--- config.mk ---
export PLATFORM = sky130hd
export DESIGN_NAME = rarest_chunk_selector
export DESIGN_NICKNAME = d
export VERILOG_FILES = /design/src/rcs_pkg.sv /design/src/rarest_chunk_selector.sv /design/src/rcs_ctrl.sv /design/src/rcs_datapath.sv
export SDC_FILE = /design/constraint.sdc
export NUM_CORES = 2
export LEC_CHECK = 0
export BUFFER_PORTS_ARGS = -buffer_cell sky130_fd_sc_hd__buf_2
export CORE_MARGIN = 1
export CORE_UTILIZATION = 50
export CTS_CLUSTER_SIZE = 20
export DETAILED_ROUTE_END_ITERATION = 10
export PLACE_DENSITY_LB_ADDON = 0.1
export SETUP_SLACK_MARGIN = 0.4
export SLEW_MARGIN = 20
export SYNTH_ARGS = -nofsm -noshare
export SYNTH_HDL_FRONTEND = slang
export SYNTH_HIERARCHICAL = 1
export SYNTH_SLANG_ARGS = --single-unit
--- constraint.sdc ---
create_clock -name clk -period 4.9 [get_ports clk]
set_clock_uncertainty 0.2 [all_clocks]
set_input_delay 0.735 -clock clk [delete_from_list [all_inputs] [get_ports clk]]
set_output_delay 0.735 -clock clk [all_outputs]
set_load 0.05 [all_outputs]
--- src/rcs_pkg.sv ---
// rcs_pkg: shared constants, controller/datapath command and status types,
// and field width helpers for the rarest chunk selector
// no dependencies
package rcs_pkg;

    localparam int MAX_CHUNKS  = 64;
    localparam int COUNT_WIDTH = 10;

    // derived widths
    localparam int IDX_W       = (MAX_CHUNKS > 1) ? $clog2(MAX_CHUNKS) : 1;
    localparam int CHUNK_CNT_W = $clog2(MAX_CHUNKS + 1);
    localparam int RND_W       = 32;
    localparam int RND_CNT_W   = $clog2(RND_W);

    // fixed field widths of the stream and register interfaces
    localparam int BITS_W      = 64;
    localparam int CFG_W       = 7;
    localparam int IDX_OUT_W   = 6;
    localparam int COUNT_OUT_W = 10;
    localparam int TIE_OUT_W   = 7;
    localparam int IN_DATA_W   = BITS_W + RND_W;
    localparam int OUT_DATA_W  = IDX_OUT_W + COUNT_OUT_W + TIE_OUT_W + 1;
    localparam int APB_DATA_W  = 32;
    localparam int APB_ADDR_W  = 3;

    // register map, word index taken from paddr[2]
    localparam logic REG_CHUNKS_IN_USE = 1'b0;
    localparam logic [CFG_W-1:0] CHUNKS_RESET = 7'd64;

    typedef struct packed {
        logic count_row;   // add the accepted row into the counters
        logic start;       // last row accepted, arm the minimum scan
        logic min_step;    // one rotation step of the minimum and tie scan
        logic div_load;    // load the tie-break remainder unit
        logic div_step;    // one bit of the remainder
        logic pick_step;   // one rotation step of the pick scan
        logic emit;        // load the result register and clear the counters
    } rcs_cmd_t;

    typedef struct packed {
        logic idx_last;    // scan position is at the final counter
        logic div_last;    // remainder unit is on its final bit
    } rcs_status_t;

    function automatic logic [IDX_OUT_W-1:0] idx_to_out(input logic [IDX_W-1:0] v);
        logic [IDX_W+IDX_OUT_W-1:0] ext;
        ext = {{IDX_OUT_W{1'b0}}, v};
        return ext[IDX_OUT_W-1:0];
    endfunction

    function automatic logic [COUNT_OUT_W-1:0] count_to_out(
        input logic [COUNT_WIDTH-1:0] v);
        logic [COUNT_WIDTH+COUNT_OUT_W-1:0] ext;
        ext = {{COUNT_OUT_W{1'b0}}, v};
        return ext[COUNT_OUT_W-1:0];
    endfunction

    function automatic logic [TIE_OUT_W-1:0] tie_to_out(input logic [CHUNK_CNT_W-1:0] v);
        logic [CHUNK_CNT_W+TIE_OUT_W-1:0] ext;
        ext = {{TIE_OUT_W{1'b0}}, v};
        return ext[TIE_OUT_W-1:0];
    endfunction

endpackage

--- src/rarest_chunk_selector.sv ---
// rarest_chunk_selector: top level, stream ports, register port, controller
// and datapath; depends on rcs_pkg, rcs_ctrl, rcs_datapath
//
//  port group   direction  payload
//  s_axis       in         tdata: chunk_bits[63:0], random_word[95:64]
//                          tuser: has_peer   tlast: last_peer
//  m_axis       out        tdata: chunk_index, rarest_count, tie_count,
//                          count_saturated
//  apb          in/out     chunks_in_use at byte address 0
//
// a row without tlast updates all counters in parallel
// a row with tlast holds s_axis_tready low through the minimum and tie
//   scan over the rotating counter array, the load and bit-serial remainder
//   of random_word by the tie count, the pick scan and the load of the result
//   register that clears the counters
// the result register waits for m_axis_tready while new rows are taken;
//   a second query stalls only at its final load if the first is still held
// reset clears counters, the saturation flag and the result valid; no
//   clearing pass is needed
module rarest_chunk_selector (
    input  logic                                clk,
    input  logic                                rst_n,
    // input rows
    input  logic                                s_axis_tvalid,
    output logic                                s_axis_tready,
    input  logic [rcs_pkg::IN_DATA_W-1:0]       s_axis_tdata,  // chunk_bits, random_word
    input  logic                                s_axis_tuser,  // has_peer
    input  logic                                s_axis_tlast,  // last_peer
    // selection results
    output logic                                m_axis_tvalid,
    input  logic                                m_axis_tready,
    output logic [rcs_pkg::OUT_DATA_W-1:0]      m_axis_tdata,  // chunk_index, rarest_count,
                                                               // tie_count, count_saturated
    // register port
    input  logic                                psel,
    input  logic                                penable,
    input  logic                                pwrite,
    input  logic [rcs_pkg::APB_ADDR_W-1:0]      paddr,
    input  logic [rcs_pkg::APB_DATA_W-1:0]      pwdata,
    output logic [rcs_pkg::APB_DATA_W-1:0]      prdata,
    output logic                                pready
);
    import rcs_pkg::*;

    rcs_cmd_t               cmd;
    rcs_status_t            status;
    logic [CFG_W-1:0]       chunks_in_use_reg;
    logic                   cfg_write;

    logic [IDX_OUT_W-1:0]   chunk_index;
    logic [COUNT_OUT_W-1:0] rarest_count;
    logic [TIE_OUT_W-1:0]   tie_count;
    logic                   count_saturated;

    // register port: zero wait states, word index from paddr[2]
    assign pready    = 1'b1;
    assign cfg_write = psel && penable && pwrite && pready
                       && (paddr[2] == REG_CHUNKS_IN_USE);

    always_ff @(posedge clk or negedge rst_n)
    begin
        if (!rst_n)
            chunks_in_use_reg <= CHUNKS_RESET;
        else if (cfg_write)
            chunks_in_use_reg <= pwdata[CFG_W-1:0];
    end

    assign prdata = (paddr[2] == REG_CHUNKS_IN_USE)
                    ? {{(APB_DATA_W-CFG_W){1'b0}}, chunks_in_use_reg}
                    : '0;

    rcs_ctrl u_ctrl (
        .clk       (clk),
        .rst_n     (rst_n),
        .in_valid  (s_axis_tvalid),
        .in_last   (s_axis_tlast),
        .in_ready  (s_axis_tready),
        .out_valid (m_axis_tvalid),
        .out_ready (m_axis_tready),
        .status    (status),
        .cmd       (cmd)
    );

    rcs_datapath u_datapath (
        .clk             (clk),
        .rst_n           (rst_n),
        .cmd             (cmd),
        .status          (status),
        .chunk_bits      (s_axis_tdata[BITS_W-1:0]),
        .has_peer        (s_axis_tuser),
        .random_word     (s_axis_tdata[IN_DATA_W-1:BITS_W]),
        .chunks_in_use   (chunks_in_use_reg),
        .chunk_index     (chunk_index),
        .rarest_count    (rarest_count),
        .tie_count       (tie_count),
        .count_saturated (count_saturated)
    );

    // result fields, chunk_index in the lowest bits, count_saturated on top
    assign m_axis_tdata = {count_saturated, tie_count, rarest_count, chunk_index};

endmodule

--- src/rcs_ctrl.sv ---
// rcs_ctrl: sequencing state machine of the rarest chunk selector
// depends on rcs_pkg
module rcs_ctrl (
    input  logic                clk,
    input  logic                rst_n,
    input  logic                in_valid,
    input  logic                in_last,
    output logic                in_ready,
    output logic                out_valid,
    input  logic                out_ready,
    input  rcs_pkg::rcs_status_t status,
    output rcs_pkg::rcs_cmd_t   cmd
);
    import rcs_pkg::*;

    typedef enum logic [2:0] {
        ST_IDLE,
        ST_MIN_SCAN,
        ST_DIV_INIT,
        ST_DIVIDE,
        ST_PICK_SCAN,
        ST_EMIT
    } state_t;

    state_t state_reg, state_next;
    logic   out_valid_reg, out_valid_next;
    logic   accept;

    assign in_ready  = (state_reg == ST_IDLE);
    assign out_valid = out_valid_reg;
    assign accept    = in_valid && in_ready;

    always_comb
    begin
        state_next     = state_reg;
        out_valid_next = out_valid_reg;
        cmd            = '0;
        if (out_valid_reg && out_ready)
        begin
            out_valid_next = 1'b0;
        end
        unique case (state_reg)
            ST_IDLE:
            begin
                if (accept)
                begin
                    cmd.count_row = 1'b1;
                    if (in_last)
                    begin
                        cmd.start  = 1'b1;
                        state_next = ST_MIN_SCAN;
                    end
                end
            end
            ST_MIN_SCAN:
            begin
                cmd.min_step = 1'b1;
                if (status.idx_last)
                begin
                    state_next = ST_DIV_INIT;
                end
            end
            ST_DIV_INIT:
            begin
                cmd.div_load = 1'b1;
                state_next   = ST_DIVIDE;
            end
            ST_DIVIDE:
            begin
                cmd.div_step = 1'b1;
                if (status.div_last)
                begin
                    state_next = ST_PICK_SCAN;
                end
            end
            ST_PICK_SCAN:
            begin
                cmd.pick_step = 1'b1;
                if (status.idx_last)
                begin
                    state_next = ST_EMIT;
                end
            end
            ST_EMIT:
            begin
                if (!out_valid_reg || out_ready)
                begin
                    cmd.emit       = 1'b1;
                    out_valid_next = 1'b1;
                    state_next     = ST_IDLE;
                end
            end
            default:
            begin
                state_next = ST_IDLE;
            end
        endcase
    end

    always_ff @(posedge clk or negedge rst_n)
    begin
        if (!rst_n)
        begin
            state_reg     <= ST_IDLE;
            out_valid_reg <= 1'b0;
        end
        else
        begin
            state_reg     <= state_next;
            out_valid_reg <= out_valid_next;
        end
    end

endmodule

--- src/rcs_datapath.sv ---
// rcs_datapath: occurrence counters, rotating scan, tie-break remainder unit
// and result register of the rarest chunk selector; depends on rcs_pkg
module rcs_datapath (
    input  logic                             clk,
    input  logic                             rst_n,
    input  rcs_pkg::rcs_cmd_t                cmd,
    output rcs_pkg::rcs_status_t             status,
    input  logic [rcs_pkg::BITS_W-1:0]       chunk_bits,
    input  logic                             has_peer,
    input  logic [rcs_pkg::RND_W-1:0]        random_word,
    input  logic [rcs_pkg::CFG_W-1:0]        chunks_in_use,
    output logic [rcs_pkg::IDX_OUT_W-1:0]    chunk_index,
    output logic [rcs_pkg::COUNT_OUT_W-1:0]  rarest_count,
    output logic [rcs_pkg::TIE_OUT_W-1:0]    tie_count,
    output logic                             count_saturated
);
    import rcs_pkg::*;

    localparam logic [COUNT_WIDTH-1:0] COUNT_MAX = '1;

    logic [COUNT_WIDTH-1:0] cnt_reg [MAX_CHUNKS];
    logic [COUNT_WIDTH-1:0] cnt_next [MAX_CHUNKS];
    logic                   sat_reg, sat_next;

    logic [IDX_W-1:0]       idx_reg;
    logic [COUNT_WIDTH-1:0] min_reg;
    logic [CHUNK_CNT_W-1:0] ties_reg;
    logic [RND_W-1:0]       rnd_reg;
    logic [CHUNK_CNT_W-1:0] rem_reg;
    logic [RND_CNT_W-1:0]   bit_cnt_reg;
    logic [CHUNK_CNT_W-1:0] seen_reg;
    logic                   found_reg;
    logic [IDX_W-1:0]       sel_reg;

    logic [IDX_OUT_W-1:0]   chunk_index_reg;
    logic [COUNT_OUT_W-1:0] rarest_count_reg;
    logic [TIE_OUT_W-1:0]   tie_count_reg;
    logic                   count_saturated_reg;

    logic [CFG_W-1:0]       n_wide;
    logic [CHUNK_CNT_W-1:0] n_active;
    logic                   head_active;
    logic                   head_is_min;
    logic [CHUNK_CNT_W:0]   trial;

    // chunk count zero reads as one, above the counter array clamps
    always_comb
    begin
        priority if (chunks_in_use == '0)
            n_wide = CFG_W'(1);
        else if (chunks_in_use > CFG_W'(MAX_CHUNKS))
            n_wide = CFG_W'(MAX_CHUNKS);
        else
            n_wide = chunks_in_use;
    end
    assign n_active = n_wide[CHUNK_CNT_W-1:0];

    // the scan always looks at counter 0, the array rotates under it
    assign head_active = CHUNK_CNT_W'(idx_reg) < n_active;
    assign head_is_min = head_active && (cnt_reg[0] == min_reg);

    assign status = '{idx_last: (idx_reg == IDX_W'(MAX_CHUNKS - 1)),
                      div_last: (bit_cnt_reg == '0)};

    // restoring remainder step, one bit of random_word per cycle
    assign trial = {rem_reg, rnd_reg[RND_W-1]} - {1'b0, ties_reg};

    always_comb
    begin
        sat_next = sat_reg;
        for (int j = 0; j < MAX_CHUNKS; j++)
        begin
            cnt_next[j] = cnt_reg[j];
        end
        priority if (cmd.emit)
        begin
            for (int j = 0; j < MAX_CHUNKS; j++)
            begin
                cnt_next[j] = '0;
            end
            sat_next = 1'b0;
        end
        else if (cmd.count_row)
        begin
            for (int j = 0; j < MAX_CHUNKS; j++)
            begin
                if (has_peer && chunk_bits[j] && (CHUNK_CNT_W'(j) < n_active))
                begin
                    if (cnt_reg[j] == COUNT_MAX)
                        sat_next = 1'b1;
                    else
                        cnt_next[j] = cnt_reg[j] + COUNT_WIDTH'(1);
                end
            end
        end
        else if (cmd.min_step || cmd.pick_step)
        begin
            for (int j = 0; j < MAX_CHUNKS - 1; j++)
            begin
                cnt_next[j] = cnt_reg[j+1];
            end
            cnt_next[MAX_CHUNKS-1] = cnt_reg[0];
        end
        else
        begin
            sat_next = sat_reg;
        end
    end

    always_ff @(posedge clk or negedge rst_n)
    begin
        if (!rst_n)
        begin
            for (int j = 0; j < MAX_CHUNKS; j++)
            begin
                cnt_reg[j] <= '0;
            end
            sat_reg <= 1'b0;
            idx_reg <= '0;
        end
        else
        begin
            for (int j = 0; j < MAX_CHUNKS; j++)
            begin
                cnt_reg[j] <= cnt_next[j];
            end
            sat_reg <= sat_next;
            if (cmd.start)
                idx_reg <= '0;
            else if (cmd.min_step || cmd.pick_step)
                idx_reg <= status.idx_last ? '0 : idx_reg + IDX_W'(1);
        end
    end

    // scan, remainder and result registers
    always_ff @(posedge clk)
    begin
        if (cmd.start)
        begin
            min_reg  <= COUNT_MAX;
            ties_reg <= '0;
            rnd_reg  <= random_word;
        end
        if (cmd.min_step && head_active)
        begin
            if (cnt_reg[0] < min_reg)
            begin
                min_reg  <= cnt_reg[0];
                ties_reg <= CHUNK_CNT_W'(1);
            end
            else if (cnt_reg[0] == min_reg)
            begin
                ties_reg <= ties_reg + CHUNK_CNT_W'(1);
            end
        end
        if (cmd.div_load)
        begin
            rem_reg     <= '0;
            bit_cnt_reg <= RND_CNT_W'(RND_W - 1);
            seen_reg    <= '0;
            found_reg   <= 1'b0;
            sel_reg     <= '0;
        end
        if (cmd.div_step)
        begin
            if (!trial[CHUNK_CNT_W])
                rem_reg <= trial[CHUNK_CNT_W-1:0];
            else
                rem_reg <= {rem_reg[CHUNK_CNT_W-2:0], rnd_reg[RND_W-1]};
            rnd_reg     <= {rnd_reg[RND_W-2:0], 1'b0};
            bit_cnt_reg <= bit_cnt_reg - RND_CNT_W'(1);
        end
        if (cmd.pick_step && head_is_min && !found_reg)
        begin
            if (seen_reg == rem_reg)
            begin
                sel_reg   <= idx_reg;
                found_reg <= 1'b1;
            end
            else
            begin
                seen_reg <= seen_reg + CHUNK_CNT_W'(1);
            end
        end
        if (cmd.emit)
        begin
            chunk_index_reg     <= idx_to_out(sel_reg);
            rarest_count_reg    <= count_to_out(min_reg);
            tie_count_reg       <= tie_to_out(ties_reg);
            count_saturated_reg <= sat_reg;
        end
    end

    assign chunk_index     = chunk_index_reg;
    assign rarest_count    = rarest_count_reg;
    assign tie_count       = tie_count_reg;
    assign count_saturated = count_saturated_reg;

endmodule

* Word level (Yosys, flattened, before mapping)
Cells that the tools add are included.
** Cells by class
- Magnitude comparators :: 67
- Equality and inequality tests :: 206
- Reductions and logical operators :: 214
- Muxes and demuxes :: 341
- Bitwise operators :: 1
- Add/sub/neg operators :: 69
** Operator list (number)
- 640-bit two-way mux :: 3
- 10-bit two-way mux :: 131
- 10-bit by 1-bit adder with 10-bit output, second input constant :: 64
- 10-bit equality test, second input constant :: 64
- 6-bit by 7-bit less-than comparator with 1-bit output, first input constant :: 32
- 3-bit by 2-bit != test with 1-bit output, second input constant :: 64
- 3-bit != test, second input constant :: 64
- 3-bit AND reduction :: 64
- 1-bit two-way mux :: 175
- 1-bit logical AND :: 137
- 5-bit by 7-bit less-than comparator with 1-bit output, first input constant :: 16
- 7-bit two-way mux :: 13
- 32-bit two-way mux :: 2
- 4-bit by 7-bit less-than comparator with 1-bit output, first input constant :: 8
- 6-bit two-way mux :: 6
- 3-bit by 7-bit less-than comparator with 1-bit output, first input constant :: 4
- 3-bit two-way mux :: 6
- 3-bit case mux with 6 select lines :: 1
- 7-bit by 1-bit adder with 7-bit output, second input constant :: 2
- 1-bit by 7-bit less-than comparator with 1-bit output, first input constant :: 2
- 2-bit by 7-bit less-than comparator with 1-bit output, first input constant :: 2
- 10-bit equality test :: 1
- 10-bit less-than comparator :: 1
- 5-bit two-way mux :: 2
- 22 further kinds :: 34
** Word-level totals
- Word-level logic and storage cells :: 980
- Register bits after elaboration :: 757

* Longest topological paths before layout
- Word-level depth :: 166
- Depth in mapped cells :: 15
- Gate-level depth less buffers :: 10

* Hierarchy
Netlist, hierarchy kept.
** By module, submodules not included
- rcs_datapath :: instances 1, cells each 5646, area each 45939.1 sq um, sequential area each 18843.1 sq um
- rarest_chunk_selector :: instances 1, cells each 51, area each 550.5 sq um, sequential area each 176.4 sq um
- rcs_ctrl :: instances 1, cells each 35, area each 297.8 sq um, sequential area each 100.1 sq um

* Worst setup path before layout
No wires, ideal clock.
- Kind :: in2reg
- Start :: input port m_axis_tready
- End :: register u_datapath/cnt_reg[307] (netlist name)
- Arrival time :: 3.942 ns
- Stages on the path :: 12
- Path slack :: 0.632 ns
- Buffers on the path :: 6
- Cell sequence :: nand2b_1 nand2_1 nor2_1 buf_2 nand2b_1 buf_2 clkbuf_1 buf_2 clkbuf_1 clkbuf_1 a21oi_1 a221o_1
** RTL lines
- from (decl) :: line rarest_chunk_selector.sv:31 : input logic m_axis_tready,
- to (signal, indexed assignment) :: line rcs_datapath.sv:125 : cnt_reg[j] <= cnt_next[j];
- to (decl) :: line rcs_datapath.sv:21 : logic [COUNT_WIDTH-1:0] cnt_reg [MAX_CHUNKS];

* Final worst setup path
- Start :: register chunks_in_use_reg[2]
- End :: register u_datapath.min_reg[4]
** Between the ends
- Longest elaborated chain between the ends :: 6
- Elaborated cells on any way between the ends :: 7
- Classes of those cells :: order compare (2); mux (3); reduce/logical (2)
** Ends and longest elaborated chain
- from (decl) :: line rarest_chunk_selector.sv:47 : logic [CFG_W-1:0] chunks_in_use_reg;
- from (signal assigned) :: line rarest_chunk_selector.sv:65 : chunks_in_use_reg <= pwdata[CFG_W-1:0];
- 7-bit > comparator :: line rcs_datapath.sv:51 : else if (chunks_in_use > CFG_W'(MAX_CHUNKS))
- 7-bit two-way mux :: line rcs_datapath.sv:51
- 7-bit two-way mux * :: line rcs_datapath.sv:49 : priority if (chunks_in_use == '0)
- 6-bit by 7-bit less-than comparator with 1-bit output * :: line rcs_datapath.sv:59 : assign head_active = CHUNK_CNT_W'(idx_reg) < n_active;
- 1-bit logical AND * :: line rcs_datapath.sv:144 : if (cmd.min_step && head_active)
- 10-bit two-way mux * :: line rcs_datapath.sv:144
- to (signal assigned) :: line rcs_datapath.sv:148 : min_reg <= cnt_reg[0];
- to (decl) :: line rcs_datapath.sv:26 : logic [COUNT_WIDTH-1:0] min_reg;
Every way passes the cells marked *; elsewhere a longest branch is shown, timed or not.
A chain may end at the register's enable or synchronous reset.

==> summary.txt <==
Longest Clk Path Bufs - 3
Crit path largest cell delay - 0.76 ns
Total power - 26.8 mW
DRT Pass-1 Iters - 6
Final Wtd Congestion - 0.909
Post-synth ARST share - 0.869
Initial antenna violation count - 9
First-pass GRT wire length - 235,000 um
Vias/cell - 6.44
Post-synth EDFFs - 67
Fmax - 255 MHz
Max reg flops - 640
Die height - 308 um
Critical Path, Cell by Cell - nor2b_1 -> inv_1 -> ha_1 -> nand2_1 -> a21oi_1 -> nor2_1 -> nand3_1 -> mux2i_1
Comb pwr share - 0.327
Switching part of the total - 0.420
P_int - 15.5 mW
RSZ-0062 raised after global routing - false
Ranking of synthesized cells by area - dfrtp_1, o21ai_0, a21oi_1, nand2_1, edfxtp_1
Minimum clock period - 3.92 ns
Cell Rows - 111
Final ANT Viol Nets - 0
Synthesized instance count - 5,732
Gr ovfl total - 0
Hold WS - 0.102 ns
Post-synth top area share - 0.351
Sequential Power Share - 0.419
Vias in the first global route - 40,900
Netlist Area Pre-Place - 46,800 um2
# Max-Cap Violations - 0
DRC - 0
Least-Margin Pin Slew - 1.12 ns
CTS Sinks - 757
Register area share after synthesis - 0.409
Port bufs - 145
Via Count - 44,900
Share of layout cells above drive strength 1 - 0.0882
Tot GR Track Use - 0.310
Largest net degree at the start of global routing - 144
CTS tree - built
Post-synth top area cell - dfrtp_1
P_leak - 21.1 nW
Starting DRT DRC Count - 4,847
Total CTS buffers - 88
Hold Vio Cnt, Final - 0
Register area - 19,100 um2
Top_reg_cell synth - dfrtp_1
Hold WC Path Type - input port to flip-flop
Multi-input logic area - 25,500 um2
Final net count - 5,899
Critical path type - flip-flop to flip-flop
Post-CTS setup repair buffer count - 0
Clock latency on the worst-skew pair - 0.67 ns
Die ar. - 94,800 um2
Slew Limit Fails - 0
HPWL Detailed - 99,700 um
Setup crit start kind - flip-flop
CTS Hold Bufs - 1
Clock Tree Root - clkbuf_16
Clock Power Share - 0.253
Initial Utilization - 0.507
Critical path data required time - 5.28 ns
Flops & latches, synth - 757
Period utilization - 0.801
CTS resizes - 0
Reg clk slew, reported paths - 0.06 ns
Sw power - 11.3 mW
Max rail drop VDD - 0.313 mV
Area delta synth->final - 9.88%
Synth unique cells - 95
Setup-failing EPs final - 0
Status - completed
Power per cell area - 521 nW/um2
Total wire length - 150,000 um
Slowest-stage cell, CP - dfrtp_1
Chip Width - 308 um
Fin Setup TNS - 0 ns
Crit end category - flip-flop
Fin util - 0.557
Worst Path Arrival - 4.30 ns
Largest fanout on the critical path - 13
Synth warnings - 6
Avg Cell Area, Syn - 8.16 um2
Filler Cell Count - 8,668
Normalized max-slew margin - 0.256
Core area - 92,200 um2
Top Ports - 199
Average wire per standard cell - 21.4 um
H-tree depth - 3
## metal layers
metal  global-route usage  up-vias  share of wire
met2                0.473     1609           0.44
met3               0.0546      300          0.078
met1                0.443    21900           0.45
li1                     -    21100              -
met4                0.103       10          0.032
met5                    0        -        0.00046
## synthesized netlist by cell type (73+ instances only)
cell / count
nor2_1: 431
and3_1: 107
nand3_1: 231
nand4_1: 73
inv_1: 157
ha_1: 91
nand2_1: 632
a22oi_1: 158
nor4_1: 109
nor3_1: 161
dfrtp_1: 657
a21oi_1: 483
clkbuf_1: 305
o31ai_1: 118
o21ai_0: 804
## worst max-delay path: cells and delay by family (launching register included)
family          cells  cell delay (ns)
compound gates      1             0.54
fa+ha+maj           1             0.34
buf+inv             1             0.24
flops               1             0.76
mux                 1             0.27
simple gates        4             1.46
## layout make-up
cell class	instances	area share
clock buffer	131	0.0519
multi-input combinational	4416	0.496
sequential	757	0.372
clock inverter	30	0.00545
antenna	1	0.0000487
inverter	158	0.0116
timing repair buffer	246	0.0332
tap	1243	0.0303
## stage by stage
step                      std cells  setup WS, ns  instance area [um2]
after floorplan                5756         0.632                46900
after global routing           6981         0.811                51400
after global placement         6819          1.04                48400
after detailed placement       6819          1.03                48400
final                          6982         0.976                51400
after CTS                      6981          1.03                51400
## power groups by stage
| stage | sequential [mW] | clock, mW | combinational (mW) |
|---|---|---|---|
| global placement | 11.2 | 0 | 8.42 |
| CTS | 11.1 | 6.92 | 8.68 |
| detailed placement | 11.2 | 0 | 8.64 |
| floorplan | 10.1 | 0 | 6.69 |
| global route | 11.6 | 7.14 | 9.81 |
| finish | 11.2 | 6.79 | 8.77 |
## final timing paths
check | startpoint | endpoint | slack, ns | depth (start not counted)
min in group asynchronous | rst_n | u_datapath/cnt_reg[1]$_DFFE_PN0P_ | 0.52 | 2
worst max-delay path | chunks_in_use_reg[2]$_DFFE_PN0P_ | u_datapath/min_reg[4]$_DFF_P_ | 0.98 | 8
worst min register to register | u_datapath/sel_reg[4]$_DFF_P_ | u_datapath/chunk_index[4]$_DFFE_PP_ | 0.23 | 0
worst max register to register | chunks_in_use_reg[2]$_DFFE_PN0P_ | u_datapath/min_reg[4]$_DFF_P_ | 0.98 | 8
max in group asynchronous | rst_n | u_datapath/cnt_reg[264]$_DFFE_PN0P_ | 2.86 | 3
worst min-delay path | pwdata[2] | chunks_in_use_reg[2]$_DFFE_PN0P_ | 0.10 | 2
## kinds of logic (layout without fill, tap and decap cells)
kind of cell	after synthesis	count (layout)	synth area share
compound gates	2119	2119	0.277
simple gates	2086	2086	0.219
flops	757	757	0.409
buf+inv	583	565	0.0513
fa+ha+maj	92	92	0.0248
mux	77	77	0.0168
xor+xnor	16	16	0.00300
other cells	2	27	0.000161
## cells in the final DEF, fill, tap and decap left out, types with 45 or more instances in the layout
master / n
a31oi_1: 70
edfxtp_1: 67
inv_1: 157
nand2_1: 631
a22o_1: 58
clkbuf_16: 93
nor3_1: 160
ha_1: 91
or2_2: 59
mux2i_1: 66
o31ai_1: 118
nand2b_1: 45
dfrtp_1: 657
and3_1: 107
nand3_1: 231
nor2_1: 426
or3_1: 57
buf_4: 83
nor4_1: 108
a21o_1: 53
o21ai_0: 795
a22oi_1: 158
buf_2: 144
a21oi_1: 483
nand4_1: 73
No activity file was read; power rests on OpenSTA's default activity.
